File: config.mk
export PLATFORM = sky130hd
export DESIGN_NAME = multipart_byterange_deframer_flat
export DESIGN_NICKNAME = d
export VERILOG_FILES = /design/src/mbd_pkg.sv /design/src/mbd_if.sv /design/src/mbd_front.sv /design/src/mbd_back.sv /design/src/multipart_byterange_deframer.sv /design/src/flat_wrapper.sv
export SDC_FILE = /design/constraint.sdc
export NUM_CORES = 2
export LEC_CHECK = 0
export BUFFER_PORTS_ARGS = -buffer_cell sky130_fd_sc_hd__buf_2
export CELL_PAD_IN_SITES_DETAIL_PLACEMENT = 0
export CELL_PAD_IN_SITES_GLOBAL_PLACEMENT = 1
export CORE_AREA = 3 3 418 420
export CTS_BUF_LIST = sky130_fd_sc_hd__clkbuf_8
export DETAILED_ROUTE_END_ITERATION = 8
export DIE_AREA = 0 0 421 423
export PLACE_DENSITY_LB_ADDON = 0.1
export SYNTH_ARGS = -nofsm -noshare
export SYNTH_HDL_FRONTEND = slang
export SYNTH_SLANG_ARGS = --single-unit
File: constraint.sdc
create_clock -name clk -period 18.15 [get_ports clk]
set_input_delay 2.7225 -clock clk [delete_from_list [all_inputs] [get_ports clk]]
set_output_delay 2.7225 -clock clk [all_outputs]
set_load 0.01 [all_outputs]
File: src/mbd_pkg.sv
package mbd_pkg;

    localparam logic [62:0] SAT63 = {63{1'b1}};

    localparam logic [7:0] CH_CR    = 8'h0D;
    localparam logic [7:0] CH_LF    = 8'h0A;
    localparam logic [7:0] CH_DASH  = 8'h2D;
    localparam logic [7:0] CH_SLASH = 8'h2F;

    typedef enum logic [1:0] {
        CMD_START  = 2'd0,
        CMD_APPEND = 2'd1,
        CMD_BODY   = 2'd2,
        CMD_NONE   = 2'd3
    } cmd_t;

    typedef enum logic [1:0] {
        KIND_CHUNK  = 2'd0,
        KIND_DATA   = 2'd1,
        KIND_FINISH = 2'd2,
        KIND_ERROR  = 2'd3
    } kind_t;

    // Pattern positions for the Content-Range line; below PP_B_FIRST the
    // position indexes the literal prefix.
    localparam logic [4:0] PP_B_FIRST = 5'd21;
    localparam logic [4:0] PP_B_MORE  = 5'd22;
    localparam logic [4:0] PP_E_FIRST = 5'd23;
    localparam logic [4:0] PP_E_MORE  = 5'd24;
    localparam logic [4:0] PP_T_FIRST = 5'd25;
    localparam logic [4:0] PP_T_MORE  = 5'd26;
    localparam logic [4:0] PP_LF      = 5'd27;
    localparam logic [4:0] PP_MATCH   = 5'd28;
    localparam logic [4:0] PP_FAIL    = 5'd31;

    // Operation handed from the front to the back through the queue.
    typedef struct packed {
        logic       valid;
        cmd_t       cmd;
        logic [7:0] data;
    } op_t;

    function automatic logic [7:0] prefix_char(input logic [4:0] p);
        logic [7:0] r;
        unique case (p)
            5'd0:    r = "c";
            5'd1:    r = "o";
            5'd2:    r = "n";
            5'd3:    r = "t";
            5'd4:    r = "e";
            5'd5:    r = "n";
            5'd6:    r = "t";
            5'd7:    r = "-";
            5'd8:    r = "r";
            5'd9:    r = "a";
            5'd10:   r = "n";
            5'd11:   r = "g";
            5'd12:   r = "e";
            5'd13:   r = ":";
            5'd14:   r = " ";
            5'd15:   r = "b";
            5'd16:   r = "y";
            5'd17:   r = "t";
            5'd18:   r = "e";
            5'd19:   r = "s";
            5'd20:   r = " ";
            default: r = 8'h00;
        endcase
        return r;
    endfunction

    // v*10+d, saturating at 2^63-1.
    function automatic logic [62:0] sat_digit(input logic [62:0] v, input logic [3:0] d);
        logic [66:0] s;
        s = {1'b0, v, 3'b000} + {3'b000, v, 1'b0} + {63'd0, d};
        return (s > {4'd0, SAT63}) ? SAT63 : s[62:0];
    endfunction

endpackage

File: src/mbd_if.sv
interface mbd_in_if;
    logic       valid;
    logic       ready;
    logic [1:0] command;
    logic [7:0] byte_value;

    modport source (output valid, output command, output byte_value, input ready);
    modport sink (input valid, input command, input byte_value, output ready);
endinterface

interface mbd_out_if;
    logic        valid;
    logic        ready;
    logic [1:0]  kind;
    logic [7:0]  data_byte;
    logic [62:0] range_begin;
    logic [62:0] range_end;
    logic [31:0] chunk_offset;
    logic [62:0] total_bytes;

    modport source (output valid, output kind, output data_byte, output range_begin,
                    output range_end, output chunk_offset, output total_bytes,
                    input ready);
    modport sink (input valid, input kind, input data_byte, input range_begin,
                  input range_end, input chunk_offset, input total_bytes,
                  output ready);
endinterface

File: src/mbd_front.sv
module mbd_front (
    input  logic          clk,
    input  logic          rst_n,
    mbd_in_if.sink        item,
    output mbd_pkg::op_t  op,
    input  logic          pop
);

    // Two-entry queue of classified operations.
    mbd_pkg::cmd_t  cmd_reg  [2];
    logic [7:0]     data_reg [2];
    logic           wr_ptr_reg, wr_ptr_next;
    logic           rd_ptr_reg, rd_ptr_next;
    logic [1:0]     count_reg, count_next;
    logic           push;
    logic           do_pop;
    mbd_pkg::cmd_t  cmd_in;

    assign cmd_in     = mbd_pkg::cmd_t'(item.command);
    assign item.ready = (count_reg != 2'd2);
    // Command code three has no effect, so it is dropped here.
    assign push       = item.valid && item.ready && (cmd_in != mbd_pkg::CMD_NONE);
    assign do_pop     = pop && (count_reg != 2'd0);

    assign op = '{valid: (count_reg != 2'd0),
                  cmd:   cmd_reg[rd_ptr_reg],
                  data:  data_reg[rd_ptr_reg]};

    always_comb
    begin
        wr_ptr_next = push ? ~wr_ptr_reg : wr_ptr_reg;
        rd_ptr_next = do_pop ? ~rd_ptr_reg : rd_ptr_reg;
        count_next  = count_reg + {1'b0, push} - {1'b0, do_pop};
    end

    always_ff @(posedge clk or negedge rst_n)
    begin
        if (!rst_n)
        begin
            wr_ptr_reg <= 1'b0;
            rd_ptr_reg <= 1'b0;
            count_reg  <= 2'd0;
        end
        else
        begin
            wr_ptr_reg <= wr_ptr_next;
            rd_ptr_reg <= rd_ptr_next;
            count_reg  <= count_next;
        end
    end

    always_ff @(posedge clk)
    begin
        if (push)
        begin
            cmd_reg[wr_ptr_reg]  <= cmd_in;
            data_reg[wr_ptr_reg] <= item.byte_value;
        end
    end

    a_count_bound: assert property (@(posedge clk) disable iff (!rst_n)
        count_reg != 2'd3)
        else $error("queue count out of range");

    a_ptr_track: assert property (@(posedge clk) disable iff (!rst_n)
        (count_reg == 2'd0 || count_reg == 2'd2) |-> (wr_ptr_reg == rd_ptr_reg))
        else $error("queue pointers disagree with count");

endmodule

File: src/mbd_back.sv
module mbd_back #(
    parameter int MAX_BOUNDARY    = 128,
    parameter int MAX_HEADER_LINE = 1024
) (
    input  logic          clk,
    input  logic          rst_n,
    input  mbd_pkg::op_t  op,
    output logic          pop,
    mbd_out_if.source     result
);

    localparam int AW = (MAX_BOUNDARY > 1) ? $clog2(MAX_BOUNDARY) : 1;
    localparam int BW = $clog2(MAX_BOUNDARY + 1);
    localparam int LW = $clog2(MAX_HEADER_LINE + 1);

    typedef enum logic [2:0] {
        PH_PAIR, PH_BOUND, PH_CLOSE, PH_HEADER, PH_DATA, PH_DONE, PH_ERROR
    } phase_t;

    logic [7:0] bstore [MAX_BOUNDARY];
    logic [7:0] bread_reg;

    phase_t       phase_reg, phase_next;
    logic [7:0]   pair_first_reg, pair_first_next;
    logic         pair_count_reg, pair_count_next;
    logic [BW-1:0] blen_reg, blen_next;
    logic [BW-1:0] bidx_reg, bidx_next;
    logic [LW-1:0] line_len_reg, line_len_next;
    logic [4:0]   pp_reg, pp_next;
    logic         prev_cr_reg, prev_cr_next;
    logic [62:0]  cand_b_reg, cand_b_next;
    logic [62:0]  cand_e_reg, cand_e_next;
    logic [62:0]  chunk_b_reg, chunk_b_next;
    logic [62:0]  chunk_e_reg, chunk_e_next;
    logic [62:0]  chunk_len_reg, chunk_len_next;
    logic [62:0]  left_reg, left_next;
    logic [31:0]  pos_reg, pos_next;
    logic [62:0]  total_reg, total_next;

    logic         ovalid_reg, ovalid_next;
    mbd_pkg::kind_t kind_reg, kind_next;
    logic [7:0]   odata_reg, odata_next;
    logic [62:0]  obegin_reg, obegin_next;
    logic [62:0]  oend_reg, oend_next;
    logic [31:0]  ooff_reg, ooff_next;
    logic [62:0]  ototal_reg, ototal_next;

    logic         wr_en;
    logic [7:0]   c;
    logic         dig;
    logic [3:0]   dval;
    logic [7:0]   lc;
    logic         term;
    logic [LW-1:0] ll;
    logic [62:0]  diff;
    logic [63:0]  tsum;

    assign pop = op.valid && (!ovalid_reg || result.ready);
    assign c   = op.data;
    assign dig = (c >= "0") && (c <= "9");
    assign dval = dig ? 4'(c - "0") : 4'd0;
    assign lc  = (c >= "A" && c <= "Z") ? c + 8'd32 : c;
    assign wr_en = pop && (op.cmd == mbd_pkg::CMD_APPEND)
                   && (blen_reg < BW'(MAX_BOUNDARY));
    assign diff = cand_e_reg - cand_b_reg;
    assign tsum = {1'b0, total_reg} + {1'b0, chunk_len_reg};

    always_comb
    begin
        phase_next      = phase_reg;
        pair_first_next = pair_first_reg;
        pair_count_next = pair_count_reg;
        blen_next       = blen_reg;
        bidx_next       = bidx_reg;
        line_len_next   = line_len_reg;
        pp_next         = pp_reg;
        prev_cr_next    = prev_cr_reg;
        cand_b_next     = cand_b_reg;
        cand_e_next     = cand_e_reg;
        chunk_b_next    = chunk_b_reg;
        chunk_e_next    = chunk_e_reg;
        chunk_len_next  = chunk_len_reg;
        left_next       = left_reg;
        pos_next        = pos_reg;
        total_next      = total_reg;
        ovalid_next     = ovalid_reg && !result.ready;
        kind_next       = kind_reg;
        odata_next      = odata_reg;
        obegin_next     = obegin_reg;
        oend_next       = oend_reg;
        ooff_next       = ooff_reg;
        ototal_next     = ototal_reg;
        term            = 1'b0;
        ll              = line_len_reg + LW'(1);

        if (pop)
        begin
            ovalid_next = 1'b0;
            unique case (op.cmd)
                mbd_pkg::CMD_START:
                begin
                    phase_next      = PH_PAIR;
                    pair_first_next = 8'd0;
                    pair_count_next = 1'b0;
                    blen_next       = '0;
                    bidx_next       = '0;
                    line_len_next   = '0;
                    pp_next         = 5'd0;
                    prev_cr_next    = 1'b0;
                    cand_b_next     = '0;
                    cand_e_next     = '0;
                    chunk_b_next    = '0;
                    chunk_e_next    = '0;
                    chunk_len_next  = 63'd1;
                    left_next       = '0;
                    pos_next        = '0;
                    total_next      = '0;
                end
                mbd_pkg::CMD_APPEND:
                begin
                    if (wr_en)
                        blen_next = blen_reg + BW'(1);
                end
                mbd_pkg::CMD_BODY:
                begin
                    if (phase_reg != PH_DONE && phase_reg != PH_ERROR)
                    begin
                        pos_next    = pos_reg + 32'd1;
                        odata_next  = 8'd0;
                        obegin_next = '0;
                        oend_next   = '0;
                        ooff_next   = '0;
                        unique case (phase_reg)
                            PH_PAIR, PH_CLOSE:
                            begin
                                if (!pair_count_reg)
                                begin
                                    pair_first_next = c;
                                    pair_count_next = 1'b1;
                                end
                                else
                                begin
                                    pair_count_next = 1'b0;
                                    if (pair_first_reg == mbd_pkg::CH_CR && c == mbd_pkg::CH_LF)
                                    begin
                                        if (phase_reg == PH_CLOSE)
                                        begin
                                            phase_next    = PH_HEADER;
                                            line_len_next = '0;
                                            pp_next       = 5'd0;
                                            prev_cr_next  = 1'b0;
                                            cand_b_next   = '0;
                                            cand_e_next   = '0;
                                        end
                                    end
                                    else if (pair_first_reg == mbd_pkg::CH_DASH
                                             && c == mbd_pkg::CH_DASH)
                                    begin
                                        if (phase_reg == PH_CLOSE)
                                        begin
                                            phase_next  = PH_DONE;
                                            kind_next   = mbd_pkg::KIND_FINISH;
                                            ovalid_next = 1'b1;
                                        end
                                        else if (blen_reg == '0)
                                            phase_next = PH_CLOSE;
                                        else
                                        begin
                                            phase_next = PH_BOUND;
                                            bidx_next  = '0;
                                        end
                                    end
                                    else
                                    begin
                                        phase_next  = PH_ERROR;
                                        kind_next   = mbd_pkg::KIND_ERROR;
                                        ovalid_next = 1'b1;
                                    end
                                end
                            end
                            PH_BOUND:
                            begin
                                if (bidx_reg >= BW'(MAX_BOUNDARY) || bread_reg != c)
                                begin
                                    phase_next  = PH_ERROR;
                                    kind_next   = mbd_pkg::KIND_ERROR;
                                    ovalid_next = 1'b1;
                                end
                                else
                                begin
                                    bidx_next = bidx_reg + BW'(1);
                                    if (bidx_reg + BW'(1) >= blen_reg)
                                    begin
                                        phase_next      = PH_CLOSE;
                                        pair_count_next = 1'b0;
                                    end
                                end
                            end
                            PH_HEADER:
                            begin
                                term          = prev_cr_reg && c == mbd_pkg::CH_LF;
                                prev_cr_next  = (c == mbd_pkg::CH_CR);
                                line_len_next = ll;
                                if (pp_reg < mbd_pkg::PP_B_FIRST)
                                    pp_next = (lc == mbd_pkg::prefix_char(pp_reg))
                                              ? pp_reg + 5'd1 : mbd_pkg::PP_FAIL;
                                else if (pp_reg == mbd_pkg::PP_B_FIRST
                                         || pp_reg == mbd_pkg::PP_B_MORE)
                                begin
                                    if (dig)
                                    begin
                                        cand_b_next = mbd_pkg::sat_digit(cand_b_reg, dval);
                                        pp_next     = mbd_pkg::PP_B_MORE;
                                    end
                                    else
                                        pp_next = (pp_reg == mbd_pkg::PP_B_MORE
                                                   && c == mbd_pkg::CH_DASH)
                                                  ? mbd_pkg::PP_E_FIRST : mbd_pkg::PP_FAIL;
                                end
                                else if (pp_reg == mbd_pkg::PP_E_FIRST
                                         || pp_reg == mbd_pkg::PP_E_MORE)
                                begin
                                    if (dig)
                                    begin
                                        cand_e_next = mbd_pkg::sat_digit(cand_e_reg, dval);
                                        pp_next     = mbd_pkg::PP_E_MORE;
                                    end
                                    else
                                        pp_next = (pp_reg == mbd_pkg::PP_E_MORE
                                                   && c == mbd_pkg::CH_SLASH)
                                                  ? mbd_pkg::PP_T_FIRST : mbd_pkg::PP_FAIL;
                                end
                                else if (pp_reg == mbd_pkg::PP_T_FIRST
                                         || pp_reg == mbd_pkg::PP_T_MORE)
                                begin
                                    if (dig)
                                        pp_next = mbd_pkg::PP_T_MORE;
                                    else
                                        pp_next = (pp_reg == mbd_pkg::PP_T_MORE
                                                   && c == mbd_pkg::CH_CR)
                                                  ? mbd_pkg::PP_LF : mbd_pkg::PP_FAIL;
                                end
                                else if (pp_reg == mbd_pkg::PP_LF)
                                    pp_next = (c == mbd_pkg::CH_LF)
                                              ? mbd_pkg::PP_MATCH : mbd_pkg::PP_FAIL;
                                else
                                    pp_next = mbd_pkg::PP_FAIL;

                                if (term || ll >= LW'(MAX_HEADER_LINE))
                                begin
                                    if (term && ll == LW'(2))
                                    begin
                                        // Blank line: the chunk length was worked out
                                        // when its range was latched.
                                        total_next = tsum[62:0] > mbd_pkg::SAT63 - 63'd0
                                                     || tsum[63] ? mbd_pkg::SAT63
                                                     : tsum[62:0];
                                        left_next       = chunk_len_reg;
                                        obegin_next     = chunk_b_reg;
                                        oend_next       = chunk_e_reg;
                                        ooff_next       = pos_reg + 32'd1;
                                        kind_next       = mbd_pkg::KIND_CHUNK;
                                        ovalid_next     = 1'b1;
                                        phase_next      = (chunk_len_reg == '0)
                                                          ? PH_PAIR : PH_DATA;
                                        pair_count_next = 1'b0;
                                    end
                                    else if (pp_next == mbd_pkg::PP_MATCH)
                                    begin
                                        chunk_b_next = cand_b_reg;
                                        chunk_e_next = cand_e_reg;
                                        if (cand_e_reg < cand_b_reg)
                                            chunk_len_next = '0;
                                        else if (diff == mbd_pkg::SAT63)
                                            chunk_len_next = mbd_pkg::SAT63;
                                        else
                                            chunk_len_next = diff + 63'd1;
                                    end
                                    line_len_next = '0;
                                    pp_next       = 5'd0;
                                    prev_cr_next  = 1'b0;
                                    cand_b_next   = '0;
                                    cand_e_next   = '0;
                                end
                            end
                            PH_DATA:
                            begin
                                odata_next  = c;
                                kind_next   = mbd_pkg::KIND_DATA;
                                ovalid_next = 1'b1;
                                left_next   = left_reg - 63'd1;
                                if (left_reg == 63'd1)
                                begin
                                    phase_next      = PH_PAIR;
                                    pair_count_next = 1'b0;
                                end
                            end
                            default:
                                phase_next = PH_ERROR;
                        endcase
                        ototal_next = total_next;
                    end
                end
                default:
                begin
                end
            endcase
        end
    end

    always_ff @(posedge clk or negedge rst_n)
    begin
        if (!rst_n)
        begin
            phase_reg      <= PH_PAIR;
            pair_first_reg <= 8'd0;
            pair_count_reg <= 1'b0;
            blen_reg       <= '0;
            bidx_reg       <= '0;
            line_len_reg   <= '0;
            pp_reg         <= 5'd0;
            prev_cr_reg    <= 1'b0;
            cand_b_reg     <= '0;
            cand_e_reg     <= '0;
            chunk_b_reg    <= '0;
            chunk_e_reg    <= '0;
            chunk_len_reg  <= 63'd1;
            left_reg       <= '0;
            pos_reg        <= '0;
            total_reg      <= '0;
            ovalid_reg     <= 1'b0;
        end
        else
        begin
            phase_reg      <= phase_next;
            pair_first_reg <= pair_first_next;
            pair_count_reg <= pair_count_next;
            blen_reg       <= blen_next;
            bidx_reg       <= bidx_next;
            line_len_reg   <= line_len_next;
            pp_reg         <= pp_next;
            prev_cr_reg    <= prev_cr_next;
            cand_b_reg     <= cand_b_next;
            cand_e_reg     <= cand_e_next;
            chunk_b_reg    <= chunk_b_next;
            chunk_e_reg    <= chunk_e_next;
            chunk_len_reg  <= chunk_len_next;
            left_reg       <= left_next;
            pos_reg        <= pos_next;
            total_reg      <= total_next;
            ovalid_reg     <= ovalid_next;
        end
    end

    always_ff @(posedge clk)
    begin
        kind_reg   <= kind_next;
        odata_reg  <= odata_next;
        obegin_reg <= obegin_next;
        oend_reg   <= oend_next;
        ooff_reg   <= ooff_next;
        ototal_reg <= ototal_next;
    end

    // Boundary memory. The read is registered from the next match index,
    // with a bypass when that entry is being written.
    always_ff @(posedge clk)
    begin
        if (wr_en)
            bstore[blen_reg[AW-1:0]] <= c;
        if (wr_en && blen_reg == bidx_next)
            bread_reg <= c;
        else
            bread_reg <= bstore[bidx_next[AW-1:0]];
    end

    assign result.valid        = ovalid_reg;
    assign result.kind         = kind_reg;
    assign result.data_byte    = odata_reg;
    assign result.range_begin  = obegin_reg;
    assign result.range_end    = oend_reg;
    assign result.chunk_offset = ooff_reg;
    assign result.total_bytes  = ototal_reg;

    a_data_left: assert property (@(posedge clk) disable iff (!rst_n)
        phase_reg == PH_DATA |-> left_reg != '0)
        else $error("data phase with nothing left");

    a_blen_max: assert property (@(posedge clk) disable iff (!rst_n)
        blen_reg <= BW'(MAX_BOUNDARY))
        else $error("boundary length beyond capacity");

    a_bidx_in: assert property (@(posedge clk) disable iff (!rst_n)
        phase_reg == PH_BOUND |-> bidx_reg < blen_reg)
        else $error("boundary index past boundary length");

    a_no_pop_stall: assert property (@(posedge clk) disable iff (!rst_n)
        (ovalid_reg && !result.ready) |-> !pop)
        else $error("operation taken while result is held");

endmodule

File: src/multipart_byterange_deframer.sv
// Channel  Dir  Payload                                               Transfer
// item     in   command[1:0], byte_value[7:0]                          valid & ready
// result   out  kind, data_byte, range_begin, range_end,               valid & ready
//               chunk_offset, total_bytes
//
// One item per cycle sustained while results are taken; the parser handles one body byte per pop.
// An accepted item is written into the front queue, then popped into the result register once it is free.
// The front queue holds two items, so input is taken while a result waits.
// rst_n is asynchronous; no clearing pass, the boundary memory is not reset.
// A stalled result holds the parser; the queue absorbs up to two more items.
module multipart_byterange_deframer #(
    parameter int MAX_BOUNDARY    = 128,
    parameter int MAX_HEADER_LINE = 1024
) (
    input  logic      clk,
    input  logic      rst_n,
    mbd_in_if.sink    item,
    mbd_out_if.source result
);

    mbd_pkg::op_t op;
    logic         pop;

    mbd_front u_front (
        .clk   (clk),
        .rst_n (rst_n),
        .item  (item),
        .op    (op),
        .pop   (pop)
    );

    mbd_back #(
        .MAX_BOUNDARY    (MAX_BOUNDARY),
        .MAX_HEADER_LINE (MAX_HEADER_LINE)
    ) u_back (
        .clk    (clk),
        .rst_n  (rst_n),
        .op     (op),
        .pop    (pop),
        .result (result)
    );

endmodule

File: src/flat_wrapper.sv
// flat-port wrapper written by rule: the top's interface ports become plain ports
module multipart_byterange_deframer_flat 
#(
    parameter int MAX_BOUNDARY    = 128,
    parameter int MAX_HEADER_LINE = 1024
)
  (clk, rst_n, item_valid, item_command, item_byte_value, item_ready, result_valid, result_kind, result_data_byte, result_range_begin, result_range_end, result_chunk_offset, result_total_bytes, result_ready);
  mbd_in_if item_i ();
  mbd_out_if result_i ();
  input  logic clk;
  input  logic rst_n;
  input wire logic [$bits(item_i.valid)-1:0] item_valid;
  input wire logic [$bits(item_i.command)-1:0] item_command;
  input wire logic [$bits(item_i.byte_value)-1:0] item_byte_value;
  output wire logic [$bits(item_i.ready)-1:0] item_ready;
  output wire logic [$bits(result_i.valid)-1:0] result_valid;
  output wire logic [$bits(result_i.kind)-1:0] result_kind;
  output wire logic [$bits(result_i.data_byte)-1:0] result_data_byte;
  output wire logic [$bits(result_i.range_begin)-1:0] result_range_begin;
  output wire logic [$bits(result_i.range_end)-1:0] result_range_end;
  output wire logic [$bits(result_i.chunk_offset)-1:0] result_chunk_offset;
  output wire logic [$bits(result_i.total_bytes)-1:0] result_total_bytes;
  input wire logic [$bits(result_i.ready)-1:0] result_ready;
  assign item_i.valid = item_valid;
  assign item_i.command = item_command;
  assign item_i.byte_value = item_byte_value;
  assign item_ready = item_i.ready;
  assign result_valid = result_i.valid;
  assign result_kind = result_i.kind;
  assign result_data_byte = result_i.data_byte;
  assign result_range_begin = result_i.range_begin;
  assign result_range_end = result_i.range_end;
  assign result_chunk_offset = result_i.chunk_offset;
  assign result_total_bytes = result_i.total_bytes;
  assign result_i.ready = result_ready;
  multipart_byterange_deframer #(.MAX_BOUNDARY(MAX_BOUNDARY), .MAX_HEADER_LINE(MAX_HEADER_LINE)) u_core (.clk(clk), .rst_n(rst_n), .item(item_i), .result(result_i));
endmodule
# --- Yosys cells after proc, flatten, opt, wreduce, memory -nomap -nowiden ---
# Memory sizes are Yosys's and may differ from the RTL's.
# Index checks and enable logic that the tools add are counted.
word_totals:
  rom_bits: 224
  out_inout_bits: 233
  reg_bits: 762
  ram_bits: 1044
  latchBits: 0
  elab_cells: 336
  memories: 4
  inputBits: 14
classes:
  div: 0
  n_eq_ne: 62
  n_mul: 0
  n_mux: 162
  add_sub_neg: 17
  n_reduce_logical: 49
  shift: 0
  bitwise: 2
  n_lt_le_gt_ge: 13
memory_table:
  columns: ["name", "words", "word_bits", "rd", "rd_clocked_by_memory_dff", "write_ports", "line_no", "source"]
  rows:
  - ["u_core.u_back.bstore", 128, 8, 1, 0, 1, "mbd_back.sv:20", "logic [7:0] bstore [MAX_BOUNDARY];"]
  - ["(name not given)", 32, 7, 1, 0, 0, "mbd_pkg.sv:45", "unique case (p)"]
  - ["u_core.u_front.data_reg", 2, 8, 1, 0, 1, "mbd_front.sv:11", "logic [7:0] data_reg [2];"]
  - ["u_core.u_front.cmd_reg", 2, 2, 1, 0, 1, "mbd_front.sv:10", "mbd_pkg::cmd_t cmd_reg [2];"]
op_table:
  columns: ["cell", "count"]
  rows:
  - ["$mux W63", 41]
  - ["$pmux W63 S2", 10]
  - ["$mux W8", 19]
  - ["$add A66 B64 Y67", 2]
  - ["$add A67 B4 Y67", 2]
  - ["$gt A67 B63 Y1 const B", 2]
  - ["$mux W5", 14]
  - ["$add A63 B63 Y64", 1]
  - ["$pmux W32 S2", 1]
  - ["$pmux W8 S2", 4]
  - ["$add A63 B1 Y63 const B", 1]
  - ["$eq A63 B1 Y1 const B", 1]
  - ["$eq A63 B63 Y1 const B", 1]
  - ["$gt A63 B63 Y1 const B", 1]
  - ["$logic_not A63 Y1", 1]
  - ["$lt A63 B63 Y1", 1]
  - ["$sub A63 B1 Y63 const B", 1]
  - ["$sub A63 B63 Y63", 1]
  - ["$mux W11", 5]
  - ["$mux W3", 16]
  - ["$pmux W11 S2", 2]
  - ["$eq A5 B5 Y1 const B", 8]
  - ["$ne A3 B3 Y1 const B", 11]
  - ["$add A32 B1 Y32 const B", 1]
  - ["59 further kinds", 158]

# --- Depth between registers and ports, before layout ---
depth:
  word_depth: 20
  ltp_mapped: 24
  depth_no_buf: 20

# --- Cells and area by module ---
# Synthesis repeated with hierarchy kept, for this count alone.
hier_totals:
  cells_unflattened: 9327
  hier_area_um2: 94151.5
by_module_without_submodules:
  columns: ["module", "area_each_um2", "cells_per_inst", "n_inst", "seq_area_each_um2"]
  rows:
  - ["mbd_back", 93228.2, 9277, 1, 50835.0]
  - ["mbd_front", 923.4, 50, 1, 700.7]

# --- Least setup slack after synthesis ---
# OpenSTA, ideal clock, no wires.
synth_path:
  path_type: "input -> register"
  start: "input port result_ready"
  end: "register u_core.u_back.total_reg[51]"
  stages: 8
  arrival_time_ns: 11.409
  required_time_ns: 18.053
  setup_time_ns: 0.097
  slack_ns: 6.644
  path_buffers: 2
  cell_sequence: "nor2b_1 > nor4_1 > nand2_1 > inv_2 > clkbuf_1 > clkbuf_1 > o221ai_1 > nand2_1"
synth_between:
  elab_chain_cells: 3
synth_lines:
  columns: ["item", "line_no", "source"]
  rows:
  - ["start: declaration", "flat_wrapper.sv:23", "input wire logic [$bits(result_i.ready)-1:0] result_ready;"]
  - ["$logic_or A1 B1 Y1", "mbd_back.sv:58", "assign pop = op.valid && (!ovalid_reg || result.ready);"]
  - ["$logic_and A1 B1 Y1", "mbd_back.sv:58", null]
  - ["$reduce_and A3 Y1 (no source line)", null, null]
  - ["end signal: assignment", "mbd_back.sv:350", "total_reg <= total_next;"]
  - ["end: declaration", "mbd_back.sv:38", "logic [62:0] total_reg, total_next;"]
# Every way passes these cells.
# A chain may end at the register's enable or synchronous reset.

==> metrics <==
fin crit share roughly 45%; Hold Path Depth 2; site row count 152; Post-synth EDFFs ~1,300; Final Max Tran Viols 0; largest stage delay on the critical path approximately 1000 ps; Power Dens Cells between 150 and 200 mW/mm²; DRT iter0 DRCs 6,564; DRT Pass-1 Iters 6; R2R setup slack 10,020 ps; Peak supply drop between 0.15 and 0.2 mV; synth unique cells around 110; setup violators final 0; Worst-path clk slew 60 ps; RePlAce Congestion around 0.95; FF+latch count, synth around 1,800; count leader, synth edfxtp_1; antenna violations before repair 5; synth warn 0; crit path capture type flip-flop; H-tree Lvls 5; Top cell by count, worst path buf_4; design area between 0.1 and 0.15 mm²; HP Class reg -> reg; largest net degree at the start of global routing 160; max FFs per register 1,024; crit path cell chain mux2i_2, buf_4, inv_4, o21ai_0, nor3_1, nand2_1, nand4_1, and2_4, buf_4, buf_4, buf_4, mux2i_1, mux2i_1, a32o_1, nor4_1, a31oi_1, a221oi_1; crit path kind reg -> reg; Setup crit start kind flip-flop; core area approximately 0.17 mm²; post-synth top area share around two fifths; synth cell count leaders edfxtp_1 (1,275), nand2_1 (1,214), nor2_1 (607); DPL Wire Length roughly 180,000 µm; setup TNS 0 ps; Max clock buf depth 4; Final nets around 9,400; Layout area overhead 9.33%; cells on worst reg2reg path 17; Clock Sinks around 1,800; RSZ-0062 raised after global routing false; max-cap viol count 0; Die Y ~420 µm; Syn Inst Count approximately 8,800; grt total ovfl 0; largest delay contributor family on the critical path buffers and inverters; Post-synth ARST share between 20 and 30%; reg2reg start u_core.u_front.rd_ptr_reg$_DFFE_PN0P_; top_reg_cell synth edfxtp_1; R2R Path End u_core.u_back.bread_reg[5]$_DFF_P_; Die Width between 400 and 500 µm; Inserted Clock Buffers roughly 320; Via Count 70,500; drt total wl roughly 270,000 µm; Post-DRT Antenna Nets 0; DP Area just under 0.1 mm²; # IOs around 250; CP max-delay cell dfrtp_1; die area between 0.15 and 0.2 mm²; Root Driver clkbuf_8; # resized after CTS 0; syn_area_per_cell 10.7 µm²; Power, Total 0.0184 W; run status finished clean; Slew Limit Headroom 20.0%; sequential element share of the synthesized area roughly 55%; fin crit period 8130 ps; Worst-Margin Slew between 1000 and 1500 ps; starting density of the core 55.0%; Synth area leaders edfxtp_1 (41%), dfrtp_1 (14%), ha_1 (5.4%), nand2_1 (4.8%), mux2i_1 (3.5%); via density per instance about 6.1; Hold Startpoint u_core.u_back.chunk_b_reg[47]$_DFFE_PN0P_; DRC Markers 0; Achievable Freq roughly 120 MHz; mapped cell area roughly 0.094 mm²; first-pass GRT wire length ~420,000 µm; Hold Vio Cnt, Final 0; gr usage total a little under a third; Hold EP u_core.u_back.chunk_b_reg[47]$_DFFE_PN0P_; vias in the first global route approximately 68,000; post-DR wirelength/cell about 24 µm; critical path fanouts, max 55; worst path arrival time 9100 ps; Mapped Nets between 9,000 and 10,000; Worst EP required between 15,000 and 20,000 ps; worst-skew pair later-pin latency 1080 ps; WP buf/inv 5; CTS tree built; Final Skew between 100 and 150 ps; Yosys top cell by area edfxtp_1; layout cell share with drive strength beyond 1 about a tenth; # hold bufs at CTS 0; Pleak 41.3 nW; Post-CTS Setup Bufs 0; IO buf count around 250
[layer usage]
| layer | vias up | GRT usage [%] | routed length, µm |
|---|---|---|---|
| met4 | 0 | 14.0 | 13200 |
| met1 | 34700 | 38.5 | 111000 |
| met5 | - | 0 | 0 |
| met3 | 571 | 4.43 | 16000 |
| li1 | 32900 | - | - |
| met2 | 2387 | 50.4 | 133000 |
[metrics by stage]
step | hold slack [ps] | worst slack, ps | util [%] | std cells
after floorplan | 440 | 6640 | - | 8799
after global placement | 454 | 9490 | 56.7 | 10900
after detailed placement | 460 | 9400 | 56.7 | 10900
after CTS | 472 | 10110 | 60.1 | 11500
after global routing | 481 | 9650 | 60.1 | 11500
final | 470 | 10020 | 60.1 | 11500
[worst max path at each step]
stage	start	endpoint	slack, ps	cells after the start
2_1_floorplan	result_ready	u_core.u_back.total_reg[51]$_DFFE_PN0P_	6640	8
4_1_cts	u_core.u_front.rd_ptr_reg$_DFFE_PN0P_	u_core.u_back.bread_reg[5]$_DFF_P_	10110	17
6_report	u_core.u_front.rd_ptr_reg$_DFFE_PN0P_	u_core.u_back.bread_reg[5]$_DFF_P_	10020	17
5_1_grt	u_core.u_front.rd_ptr_reg$_DFFE_PN0P_	u_core.u_back.bread_reg[5]$_DFF_P_	9650	17
3_3_place_gp	result_ready	u_core.u_back.bread_reg[5]$_DFF_P_	9490	16
3_5_place_dp	result_ready	u_core.u_back.bread_reg[5]$_DFF_P_	9400	16
[worst register-to-register path, delay by kind of cell, from the launching register on]
kind,cells,cell delay [ps]
buffers and inverters,5,3100
AND/OR/NAND/NOR,5,2390
flip-flops,1,1040
AO/OA/AOI/OAI,4,960
multiplexers,3,540
[cell families after synthesis]
group                      count (synthesis)  synth area share, %
adders and majority gates                413                 5.53
muxes                                    350                 3.90
and+or+nand+nor                         3144                 15.5
xor gates and xnor gates                 339                 3.15
DFF                                     1806                 54.7
AOI/OAI and AO/OA                       2025                 14.2
buffers and inverters                    722                 3.08
[report_power, final]
| group | switching, W | leakage (nW) | internal (W) |
|---|---|---|---|
| clock | 0.00166 | 3.43 | 0.00187 |
| sequential | 0.000410 | 18.7 | 0.00513 |
| combinational | 0.00630 | 19.2 | 0.00306 |
[placed cells by master (no fill, tap or decap), drive strengths merged, types with 338 or more instances in the layout]
cell type	count
nand3	529
dfrtp	522
a21oi	502
nand2	1214
buf	345
ha	407
edfxtp	1275
clkbuf	338
o21ai	484
nor2	607
[final cells by class]
type | count | area [µm²]
Fill cell | 14400 | 68300
Sequential cell | 1806 | 51500
Multi-Input combinational cell | 6271 | 40000
Clock buffer | 338 | 4650
Tap cell | 2310 | 2890
Timing Repair Buffer | 345 | 2020
Clock inverter | 213 | 1170
Inverter | 200 | 788
Antenna cell | 6 | 15.0
Note: power is estimated with default switching activity, not from simulation.
